File: src/crcfd_pkg.sv
// shared types, codes and crc update function for the crc16 frame deframer
`timescale 1ns / 1ps
package crcfd_pkg;

	localparam int unsigned POS_W  = 17;
	localparam int unsigned CFG_W  = 16;
	localparam int unsigned IDX_W  = 2;
	localparam int unsigned TDATA_W = 48;

	localparam logic [15:0] CRC_INIT = 16'hFFFF;
	localparam logic [15:0] CRC_POLY = 16'h1021;
	localparam logic [15:0] CRC_MSB  = 16'h8000;

	localparam logic [POS_W-1:0] POS_SYNC    = POS_W'(0);
	localparam logic [POS_W-1:0] POS_VERSION = POS_W'(1);
	localparam logic [POS_W-1:0] POS_CMD     = POS_W'(2);
	localparam logic [POS_W-1:0] POS_SEQ     = POS_W'(3);
	localparam logic [POS_W-1:0] POS_LEN_LO  = POS_W'(4);
	localparam logic [POS_W-1:0] POS_LEN_HI  = POS_W'(5);
	localparam logic [POS_W-1:0] HDR_BYTES   = POS_W'(6);

	typedef enum logic [IDX_W-1:0] {
		REG_SYNC    = 2'd0,
		REG_VERSION = 2'd1,
		REG_LIMIT   = 2'd2,
		REG_UNUSED  = 2'd3
	} reg_idx_t;

	typedef enum logic [2:0] {
		ST_OK       = 3'd0,
		ST_SYNC     = 3'd1,
		ST_VERSION  = 3'd2,
		ST_TOO_LONG = 3'd3,
		ST_TRUNC    = 3'd4,
		ST_CRC      = 3'd5
	} status_t;

	typedef struct packed {
		logic [7:0]  sync_value;
		logic [7:0]  version_value;
		logic [15:0] payload_limit;
	} cfg_t;

	typedef struct packed {
		logic        kind;
		logic [7:0]  payload_byte;
		status_t     status;
		logic [7:0]  frame_cmd;
		logic [7:0]  frame_seq;
		logic [15:0] frame_length;
	} res_t;

	function automatic logic [15:0] crc16_byte(input logic [15:0] crc_in,
			input logic [7:0] b);
		logic [15:0] c;
		c = crc_in ^ {b, 8'h00};
		for (int i = 0; i < 8; i++) begin
			if ((c & CRC_MSB) != 16'h0000) begin
				c = {c[14:0], 1'b0} ^ CRC_POLY;
			end else begin
				c = {c[14:0], 1'b0};
			end
		end
		return c;
	endfunction

endpackage

File: src/crcfd_parse.sv
// input register and frame parser: header checks, crc update, result build
`timescale 1ns / 1ps
module crcfd_parse (
	input  logic           clk,
	input  logic           arst_n,
	input  logic           in_valid,
	output logic           in_ready,
	input  logic [7:0]     in_byte,
	input  logic           in_last,
	input  crcfd_pkg::cfg_t cfg,
	output logic           res_valid,
	input  logic           res_ready,
	output crcfd_pkg::res_t res
);
	import crcfd_pkg::*;

	logic             valid_s1;
	logic [7:0]       byte_s1;
	logic             last_s1;
	logic             fire;

	logic [POS_W-1:0] pos_q;
	logic [15:0]      crc_q;
	logic [7:0]       cmd_q;
	logic [7:0]       seq_q;
	logic [15:0]      len_q;
	logic [7:0]       rx_lo_q;
	logic             decided_q;

	logic [POS_W-1:0] payload_end;
	logic [15:0]      crc_upd;
	logic [15:0]      crc_n;
	logic [7:0]       cmd_n;
	logic [7:0]       seq_n;
	logic [15:0]      len_n;
	logic [7:0]       rx_lo_n;
	logic             has_status;
	status_t          status_c;
	logic             emit;

	assign in_ready = !valid_s1 || res_ready;
	assign fire     = valid_s1 && res_ready;

	always_ff @(posedge clk or negedge arst_n) begin
		if (!arst_n) begin
			valid_s1 <= 1'b0;
		end else if (in_valid && in_ready) begin
			valid_s1 <= 1'b1;
		end else if (fire) begin
			valid_s1 <= 1'b0;
		end
	end

	always_ff @(posedge clk) begin
		if (in_valid && in_ready) begin
			byte_s1 <= in_byte;
			last_s1 <= in_last;
		end
	end

	assign payload_end = HDR_BYTES + {1'b0, len_q};
	assign crc_upd     = crc16_byte(crc_q, byte_s1);

	always_comb begin
		crc_n      = crc_q;
		cmd_n      = cmd_q;
		seq_n      = seq_q;
		len_n      = len_q;
		rx_lo_n    = rx_lo_q;
		has_status = 1'b0;
		status_c   = ST_OK;
		emit       = 1'b0;
		if (!decided_q) begin
			if (pos_q == POS_SYNC) begin
				if (byte_s1 != cfg.sync_value) begin
					has_status = 1'b1;
					status_c   = ST_SYNC;
				end else begin
					crc_n = crc_upd;
				end
			end else if (pos_q == POS_VERSION) begin
				if (byte_s1 != cfg.version_value) begin
					has_status = 1'b1;
					status_c   = ST_VERSION;
				end else begin
					crc_n = crc_upd;
				end
			end else if (pos_q == POS_CMD) begin
				cmd_n = byte_s1;
				crc_n = crc_upd;
			end else if (pos_q == POS_SEQ) begin
				seq_n = byte_s1;
				crc_n = crc_upd;
			end else if (pos_q == POS_LEN_LO) begin
				len_n = {8'h00, byte_s1};
				crc_n = crc_upd;
			end else if (pos_q == POS_LEN_HI) begin
				len_n = {byte_s1, len_q[7:0]};
				crc_n = crc_upd;
				if (len_n > cfg.payload_limit) begin
					has_status = 1'b1;
					status_c   = ST_TOO_LONG;
				end
			end else if (pos_q < payload_end) begin
				crc_n = crc_upd;
				emit  = 1'b1;
			end else if (pos_q == payload_end) begin
				rx_lo_n = byte_s1;
			end else begin
				has_status = 1'b1;
				status_c   = ({byte_s1, rx_lo_q} == crc_q) ? ST_OK : ST_CRC;
			end
			if (!has_status && last_s1) begin
				has_status = 1'b1;
				status_c   = ST_TRUNC;
			end
			if (has_status) begin
				emit = 1'b0;
			end
		end
	end

	always_ff @(posedge clk or negedge arst_n) begin
		if (!arst_n) begin
			pos_q     <= '0;
			crc_q     <= CRC_INIT;
			cmd_q     <= '0;
			seq_q     <= '0;
			len_q     <= '0;
			rx_lo_q   <= '0;
			decided_q <= 1'b0;
		end else if (fire) begin
			if (last_s1) begin
				pos_q     <= '0;
				crc_q     <= CRC_INIT;
				cmd_q     <= '0;
				seq_q     <= '0;
				len_q     <= '0;
				rx_lo_q   <= '0;
				decided_q <= 1'b0;
			end else if (!decided_q) begin
				pos_q     <= pos_q + POS_W'(1);
				crc_q     <= crc_n;
				cmd_q     <= cmd_n;
				seq_q     <= seq_n;
				len_q     <= len_n;
				rx_lo_q   <= rx_lo_n;
				decided_q <= has_status;
			end
		end
	end

	assign res_valid        = fire && (has_status || emit);
	assign res.kind         = has_status;
	assign res.payload_byte = has_status ? 8'h00 : byte_s1;
	assign res.status       = has_status ? status_c : ST_OK;
	assign res.frame_cmd    = cmd_n;
	assign res.frame_seq    = seq_n;
	assign res.frame_length = len_n;

endmodule

File: src/crcfd_skid.sv
// output register with skid stage for result beats
`timescale 1ns / 1ps
module crcfd_skid (
	input  logic            clk,
	input  logic            arst_n,
	input  logic            in_valid,
	output logic            in_ready,
	input  crcfd_pkg::res_t in_res,
	output logic            out_valid,
	input  logic            out_ready,
	output crcfd_pkg::res_t out_res
);
	import crcfd_pkg::*;

	logic out_valid_q;
	logic skid_valid_q;
	res_t main_q;
	res_t skid_q;
	logic load_main;

	assign in_ready  = !skid_valid_q;
	assign load_main = out_ready || !out_valid_q;

	always_ff @(posedge clk or negedge arst_n) begin
		if (!arst_n) begin
			out_valid_q  <= 1'b0;
			skid_valid_q <= 1'b0;
		end else if (load_main) begin
			if (skid_valid_q) begin
				out_valid_q  <= 1'b1;
				skid_valid_q <= 1'b0;
			end else begin
				out_valid_q <= in_valid;
			end
		end else if (in_valid && !skid_valid_q) begin
			skid_valid_q <= 1'b1;
		end
	end

	always_ff @(posedge clk) begin
		if (load_main) begin
			main_q <= skid_valid_q ? skid_q : in_res;
		end else if (in_valid && !skid_valid_q) begin
			skid_q <= in_res;
		end
	end

	assign out_valid = out_valid_q;
	assign out_res   = main_q;

endmodule

File: src/crc16_frame_deframer.sv
// top level of the crc16 framed packet deframer
// Takes one buffer byte per beat on the slave side, one beat every cycle unless stalled.
// Each byte passes through an input register and the parser, which checks the header,
// updates the CRC-16/CCITT-FALSE a whole byte per cycle when not stalled and builds at
// most one result beat; results leave through an output register with a skid stage, so
// the input stays open while a result waits; input and result beats are registered.
// Payload bytes go out with tlast low; the single status beat of a frame has tlast high.
// Bytes after the status are dropped up to the end of the buffer (s_axis_tlast).
`timescale 1ns / 1ps
module crc16_frame_deframer #(
	parameter logic [7:0]  SYNC_RESET    = 8'hA5,
	parameter logic [7:0]  VERSION_RESET = 8'h01,
	parameter logic [15:0] LIMIT_RESET   = 16'd256
) (
	input  logic                            clk,
	input  logic                            arst_n,
	input  logic                            s_axis_tvalid,
	output logic                            s_axis_tready,
	input  logic [7:0]                      s_axis_tdata,   // data_byte
	input  logic                            s_axis_tlast,   // end_of_buffer
	output logic                            m_axis_tvalid,
	input  logic                            m_axis_tready,
	// payload_byte[7:0], status[10:8], frame_cmd[18:11], frame_seq[26:19],
	// frame_length[42:27], zero[47:43]
	output logic [crcfd_pkg::TDATA_W-1:0]   m_axis_tdata,
	output logic                            m_axis_tlast,   // kind
	input  logic                            cfg_we,
	input  logic [crcfd_pkg::IDX_W-1:0]     cfg_index,
	input  logic [crcfd_pkg::CFG_W-1:0]     cfg_data
);
	import crcfd_pkg::*;

	cfg_t cfg_q;
	logic res_valid;
	logic res_ready;
	res_t res;
	res_t out_res;

	always_ff @(posedge clk or negedge arst_n) begin
		if (!arst_n) begin
			cfg_q.sync_value    <= SYNC_RESET;
			cfg_q.version_value <= VERSION_RESET;
			cfg_q.payload_limit <= LIMIT_RESET;
		end else if (cfg_we) begin
			unique case (reg_idx_t'(cfg_index))
				REG_SYNC:    cfg_q.sync_value    <= cfg_data[7:0];
				REG_VERSION: cfg_q.version_value <= cfg_data[7:0];
				REG_LIMIT:   cfg_q.payload_limit <= cfg_data;
				default:     ;
			endcase
		end
	end

	crcfd_parse u_parse (
		.clk       (clk),
		.arst_n    (arst_n),
		.in_valid  (s_axis_tvalid),
		.in_ready  (s_axis_tready),
		.in_byte   (s_axis_tdata),
		.in_last   (s_axis_tlast),
		.cfg       (cfg_q),
		.res_valid (res_valid),
		.res_ready (res_ready),
		.res       (res)
	);

	crcfd_skid u_skid (
		.clk       (clk),
		.arst_n    (arst_n),
		.in_valid  (res_valid),
		.in_ready  (res_ready),
		.in_res    (res),
		.out_valid (m_axis_tvalid),
		.out_ready (m_axis_tready),
		.out_res   (out_res)
	);

	assign m_axis_tlast = out_res.kind;
	assign m_axis_tdata = {5'b00000, out_res.frame_length, out_res.frame_seq,
		out_res.frame_cmd, out_res.status, out_res.payload_byte};

	a_status_no_payload: assert property (@(posedge clk) disable iff (!arst_n)
		m_axis_tvalid && m_axis_tlast |-> m_axis_tdata[7:0] == 8'h00)
		else $error("status beat carries payload bits");

	a_payload_ok_status: assert property (@(posedge clk) disable iff (!arst_n)
		m_axis_tvalid && !m_axis_tlast |-> m_axis_tdata[10:8] == ST_OK)
		else $error("payload beat carries a status code");

	a_status_range: assert property (@(posedge clk) disable iff (!arst_n)
		m_axis_tvalid |-> m_axis_tdata[10:8] <= ST_CRC && m_axis_tdata[47:43] == 5'b00000)
		else $error("result beat out of range");

	a_sync_write: assert property (@(posedge clk) disable iff (!arst_n)
		cfg_we && cfg_index == REG_SYNC |=> cfg_q.sync_value == $past(cfg_data[7:0]))
		else $error("sync register write lost");

endmodule
File: config.mk
export PLATFORM = sky130hd
export DESIGN_NAME = crc16_frame_deframer
export DESIGN_NICKNAME = d
export VERILOG_FILES = /design/src/crcfd_pkg.sv /design/src/crcfd_parse.sv /design/src/crcfd_skid.sv /design/src/crc16_frame_deframer.sv
export SDC_FILE = /design/constraint.sdc
export NUM_CORES = 1
export LEC_CHECK = 0
export BUFFER_PORTS_ARGS = -buffer_cell sky130_fd_sc_hd__buf_4
export CAP_MARGIN = 20
export CORE_UTILIZATION = 40
export CTS_CLUSTER_DIAMETER = 150
export CTS_CLUSTER_SIZE = 40
export DETAILED_ROUTE_END_ITERATION = 6
export GPL_ROUTABILITY_DRIVEN = 0
export PLACE_DENSITY = 0.64
export SLEW_MARGIN = 10
export SYNTH_ARGS = -nofsm -noshare
export SYNTH_HDL_FRONTEND = slang
export SYNTH_HIERARCHICAL = 1
export SYNTH_SLANG_ARGS = --single-unit
export TNS_END_PERCENT = 5
File: constraint.sdc
create_clock -name clk -period 9.3 [get_ports clk]
set_clock_uncertainty 0.1 [all_clocks]
set_input_delay 0.93 -clock clk [delete_from_list [all_inputs] [get_ports clk]]
set_output_delay 0.93 -clock clk [all_outputs]
set_load 0.1 [all_outputs]
* Word-level counts from Yosys, hierarchy flattened
Cells that the tools add are included.
Widths: inputs -> output; s select.
** Storage, ports and cells
- Bits in registers :: 206
- Input bits :: 32
- Output and inout bits :: 51
- Logic and storage cells :: 188
** Cells by class
- $add $sub $neg :: 2
- $lt $le $gt $ge :: 2
- Equal/unequal tests :: 21
- Mux-type cells :: 101
- Bitwise logic cells :: 10
- Reduce and logical (&&, ||, !) cells :: 25
** Operators with widths (number)
- $mux 16 :: 20
- $mux 8 :: 24
- $mux 13 :: 8
- $mux 44 :: 1
- $mux 3 :: 12
- $eq 17x2->1 const B :: 2
- $eq 17x3->1 const B :: 2
- $mux 17 :: 2
- $mux 1 :: 32
- $not 3->3 :: 8
- $add 17x1->17 const B :: 1
- $add 3x16->17 const A :: 1
- $eq 17x1->1 const B :: 1
- $eq 17x17->1 :: 1
- $logic_not 17->1 :: 1
- $lt 17x17->1 :: 1
- $eq 16x16->1 :: 1
- $gt 16x16->1 :: 1
- $ne 2x1->1 const B :: 8
- $ne 8x8->1 :: 2
- $xor 16x16->16 :: 1
- $reduce_and 10->1 :: 1
- $reduce_and 2->1 :: 5
- $reduce_bool 8->1 :: 1
- other kinds (12) :: 24

* Logic depth before layout (Yosys ltp)
- Word-level depth :: 26
- Depth in mapped cells :: 15
- Depth with buffers taken out :: 14

* By module
The synthesis kept the hierarchy.
** Modules (own cells, without submodules)
- crcfd_parse :: times used 1, cells an instance 629, area an instance 5958.2 sq um, sequential area each 2167.1 sq um
- crcfd_skid :: times used 1, cells an instance 145, area an instance 3368.2 sq um, sequential area each 2692.6 sq um
- crc16_frame_deframer :: times used 1, cells an instance 74, area an instance 1271.2 sq um, sequential area each 808.3 sq um

* Least setup slack after synthesis
Ideal clock, no wire load.
- Path kind :: register to register
- Start point :: register u_parse.len_q[3]
- End point :: register u_skid/skid_q[0] in the netlist's numbering (enable)
- Setup time :: 509 ps
- Arrival :: 6379 ps
- Required time :: 8691 ps
- Path slack :: 2312 ps
- Cell stages (with the launch flop) :: 14
- Path buffers :: 0
- Clock period less this slack :: 6988 ps
- Cell sequence :: dfrtp_1 > and3_1 > nand3_1 > a21oi_1 > nand3_1 > xor2_1 > ha_1 > a21o_1 > a221o_1 > a21oi_1 > o21ai_0 > or2_2 > a311oi_1 > nor3b_1
** Between the ends
- Longest elaborated chain between the ends :: 21
- Elaborated cells between the ends (all ways) :: 32
- Classes of those cells :: add/sub: 1; order compare: 2; eq/ne: 1; mux: 22; reduce/logical: 6
** RTL lines
- start, declared :: line crcfd_parse.sv:26 : logic [15:0] len_q;
- start signal, assigned :: line crcfd_parse.sv:146 : len_q <= len_n;
- branches (longest 17 deep; another with $add 3x16->17)
- $logic_or 1x1->1 (*) :: line crcfd_parse.sv:153 : assign res_valid = fire && (has_status || emit);
- $logic_and 1x1->1 (*) :: line crcfd_parse.sv:153
- via res_valid :: line crc16_frame_deframer.sv:34 : logic res_valid;
- $logic_and 1x1->1 (*) :: line crcfd_skid.sv:43 : end else if (in_valid && !skid_valid_q) begin
- $reduce_and 2->1 (no source line) (*)
- end signal, assigned :: line crcfd_skid.sv:44 : skid_q <= in_res;
- end, declared :: line crcfd_skid.sv:18 : res_t skid_q;
Mark *: on every way through the listed nets, which the timed path passes. The select of a mux whose other input is x is not followed.
A chain may end at the register's enable or synchronous reset.

* Final worst setup path
- Start point :: register u_parse.len_q[3]
- End point :: register u_skid/skid_q[25] in the netlist's numbering (enable)
Same word-level chain as after synthesis.

==> metrics.md <==
| Metric | Value |
|---|---|
| Top FF cell, synth | edfxtp_1 |
| Global-route wire length before repair | 36800 µm |
| Worst hold-check path type | in -> async |
| Crit path largest cell delay | roughly 0.51 ns |
| Min Tclk post-route | ~4.8 ns |
| Finished Core Util | between 40% and 50% |
| Vias in the first global route | approximately 6600 |
| Total gr overflow | 0 |
| Critical path endpoint category | flop |
| Area grow syn2layout | 10.6% |
| CTS Hold Bufs | 0 |
| CTS resizes | 0 |
| Yosys warnings | 6 |
| Synth top area cells | edfxtp_1 (27%), dfrtp_1 (21%), mux2_2 (7.8%) |
| Max H-tree Level | 1 |
| Most common cell in the netlist | edfxtp_1 |
| CTS buffer count | 9 |
| Instance count on the critical path | 14 |
| Drt drc | 0 |
| Seq/Total Area, Yosys | between 50% and 60% |
| Finished Layout Cells | about 1200 |
| Clock Tree Root | clkbuf_16 |
| Setup TNS | 0 ns |
| DRT Pass-1 Iters | 5 |
| Cells after synthesis | 848 |
| Core footprint | roughly 26000 µm² |
| WL/cell | roughly 19 µm |
| Power, Total | 3.17 mW |
| CTS tree | yes |
| WP buf/inv | 1 |
| Fillers | about 2400 |
| Setup Buffers After CTS | 0 |
| Initial antenna violation count | 0 |
| Yosys top cell by area | edfxtp_1 |
| Crit path DAT | just under 5 ns |
| Post-route ant nets | 0 |
| Final Hold Viols | 0 |
| Crit-path max FO | between 40 and 50 |
| Leak pwr | between 4 and 5 nW |
| CP Data Required Time | about 9.3 ns |
| Worst-path cell with the longest stage delay | buf_4 |
| Clk sinks | ~200 |
| Register Area | roughly 5700 µm² |
| Mapped Avg Cell Area | 12.5 µm² |
| Slew HR | between 20% and 30% |
| CP top delay family | compound AO/OA/AOI/OAI gates |
| Num rows | 59 |
| DRT iter0 DRCs | 457 |
| Status | finished, final reports clean |
| Ys async rst share | between 50% and 60% |
| Max cap viols | 0 |
| Clock Tree Buf Depth | 3 |
| Max VDD drop | 358 µV |
| Die area | 27100 µm² |
| Die W | 165 µm |
| Drt total wl | about 24000 µm |
| Area of the multi-input gates | about 4600 µm² |
| Placed Cells | ~1200 |
| Ant diodes | 0 |
| Worst-Margin Slew | between 1 and 1.5 ns |
| Crit path kind | reg -> reg |
| Clock insertion delay at the later pin of the skew report | between 0.4 and 0.5 ns |
| R2R cell count | 14 |
| Overall global routing resource usage | 17.6% |
| Vias | 6795 |
| I/O pin cnt | between 80 and 90 |
| Max frequency | approximately 210 MHz |
| Die Ht | between 150 and 200 µm |
| Number of port buffers | 77 |
| Layout cells sized above 1 | about a quarter |
| Netlist Area Pre-Place | ~11000 µm² |
| Critical Path Source Type | flop |
| Final max-slew violation count | 0 |
| RSZ-0062 raised after global routing | no |
| #FFs+latches synth | just over 200 |
| Dpl hpwl | around 16000 µm |
| Post-synth top area share | 27.5% |
| Clock-pin slew on the worst setup and hold paths | ~0.15 ns |
| Unique cell type count in the Yosys netlist | roughly 60 |
| Largest net degree at the start of global routing | between 50 and 60 |
| NumNets Final | approximately 980 |
| Crit-path cells | and3_1 > nand3_1 > a21oi_1 > nand3_1 > xor2_1 > ha_1 > a21o_1 > a221o_1 > a21oi_1 > o21ai_0 > or2_2 > a311oi_1 > nor3b_2 > buf_4 |
| PD cells | 270 nW/µm² |
| Most frequent cells after synthesis | edfxtp_1 (97), dfrtp_1 (87), mux2_2 (73) |
| Initial Utilization | 40.7% |
| Post-synth EDFFs | a little under 100 |
| Via density | ~5.5 |
| Final setup violating endpoints | 0 |
| Final Cycle Share | around 52% |
[worst paths after layout]
| check | from | to | slack (ns) |
|---|---|---|---|
| setup / recovery | u_parse/len_q[3] | u_skid/skid_q[25] | 4.49 |
| hold / removal | arst_n | cfg_q[25] | 0.36 |
| setup reg to reg | u_parse/len_q[3] | u_skid/skid_q[25] | 4.49 |
| hold reg to reg | u_parse/cmd_q[0] | u_parse/cmd_q[0] | 0.42 |
| max in group asynchronous | arst_n | u_skid/skid_valid_q | 7.46 |
| min in group clk | u_parse/cmd_q[0] | u_parse/cmd_q[0] | 0.42 |
[kinds of logic after synthesis]
family | synth area share [%]
AOI/OAI and AO/OA | 9.11
xor gates and xnor gates | 6.12
adders and majority gates | 4.49
buffers and inverters | 3.26
DFF | 53.5
muxes | 12.4
other | 0.0354
and+or+nand+nor | 11.1
[routing by layer]
metal / global-route usage (%) / vias up / routed length (µm)
li1: - / 3212 / -
met3: 2.91 / 23 / 1480
met2: 27.5 / 235 / 10600
met1: 25.6 / 3325 / 11100
met4: 3.42 / 0 / 307
met5: 0 / - / 0
[power breakdown]
group          total (mW)  internal [mW]  switching, mW
clock network       0.469          0.188          0.281
registers            1.29           1.18          0.115
logic                1.41          0.415          0.992
[state kept, by name, indices dropped and copies added, names as in the netlist]
signal and cells:
cfg_q 32, u_parse/byte_s1 8, u_parse/cmd_q 8, u_parse/crc_q 16, u_parse/decided_q 1, u_parse/last_s1 1
u_parse/len_q 16, u_parse/pos_q 17, u_parse/rx_lo_q 8, u_parse/seq_q 8, u_parse/valid_s1 1, u_skid/out_res 44
u_skid/out_valid 1, u_skid/skid_q 44, u_skid/skid_valid_q 1
[metrics by stage]
| stage | area (µm²) | setup WS, ns | hold WS (ns) |
|---|---|---|---|
| global placement | 11500 | 4.73 | 0.383 |
| global route | 11700 | 4.15 | 0.407 |
| detailed placement | 11500 | 4.55 | 0.389 |
| finish | 11700 | 4.49 | 0.365 |
| CTS | 11700 | 4.50 | 0.388 |
| floorplan | 10600 | 2.31 | 0.369 |
[layout by cell type, fill, tap and decap left out, drive strengths merged, types with 4 or more instances in the layout]
| cell type | synthesis | layout |
|---|---|---|
| conb | 1 | 5 |
| a21oi | 18 | 18 |
| clkbuf | 29 | 12 |
| a211oi | 14 | 14 |
| o311a | 6 | 6 |
| inv | 26 | 26 |
| o21ai | 27 | 27 |
| or3 | 6 | 6 |
| ha | 38 | 38 |
| dfstp | 22 | 22 |
| or2 | 4 | 4 |
| nand3 | 14 | 14 |
| mux2i | 9 | 9 |
| nor3b | 4 | 4 |
| and2 | 13 | 13 |
| nor2 | 63 | 63 |
| a22o | 41 | 41 |
| nor3 | 15 | 15 |
| mux2 | 100 | 100 |
| xnor2 | 48 | 48 |
| and3 | 5 | 5 |
| nand2 | 42 | 42 |
| buf | 16 | 88 |
| dfrtp | 87 | 87 |
| and4 | 7 | 7 |
| nand4 | 22 | 22 |
| xor2 | 26 | 26 |
| nand2b | 14 | 14 |
| nor4 | 5 | 5 |
| edfxtp | 97 | 97 |
[layout make-up]
cell class / instances / area share [%]
Timing Repair Buffer: 88 / 5.63
Clock buffer: 12 / 2.02
Sequential cell: 206 / 48.4
Clock inverter: 1 / 0.256
Inverter: 26 / 0.832
Multi-Input combinational cell: 575 / 39.3
Tap cell: 335 / 3.57
Note: power is estimated with default switching activity, not from simulation.
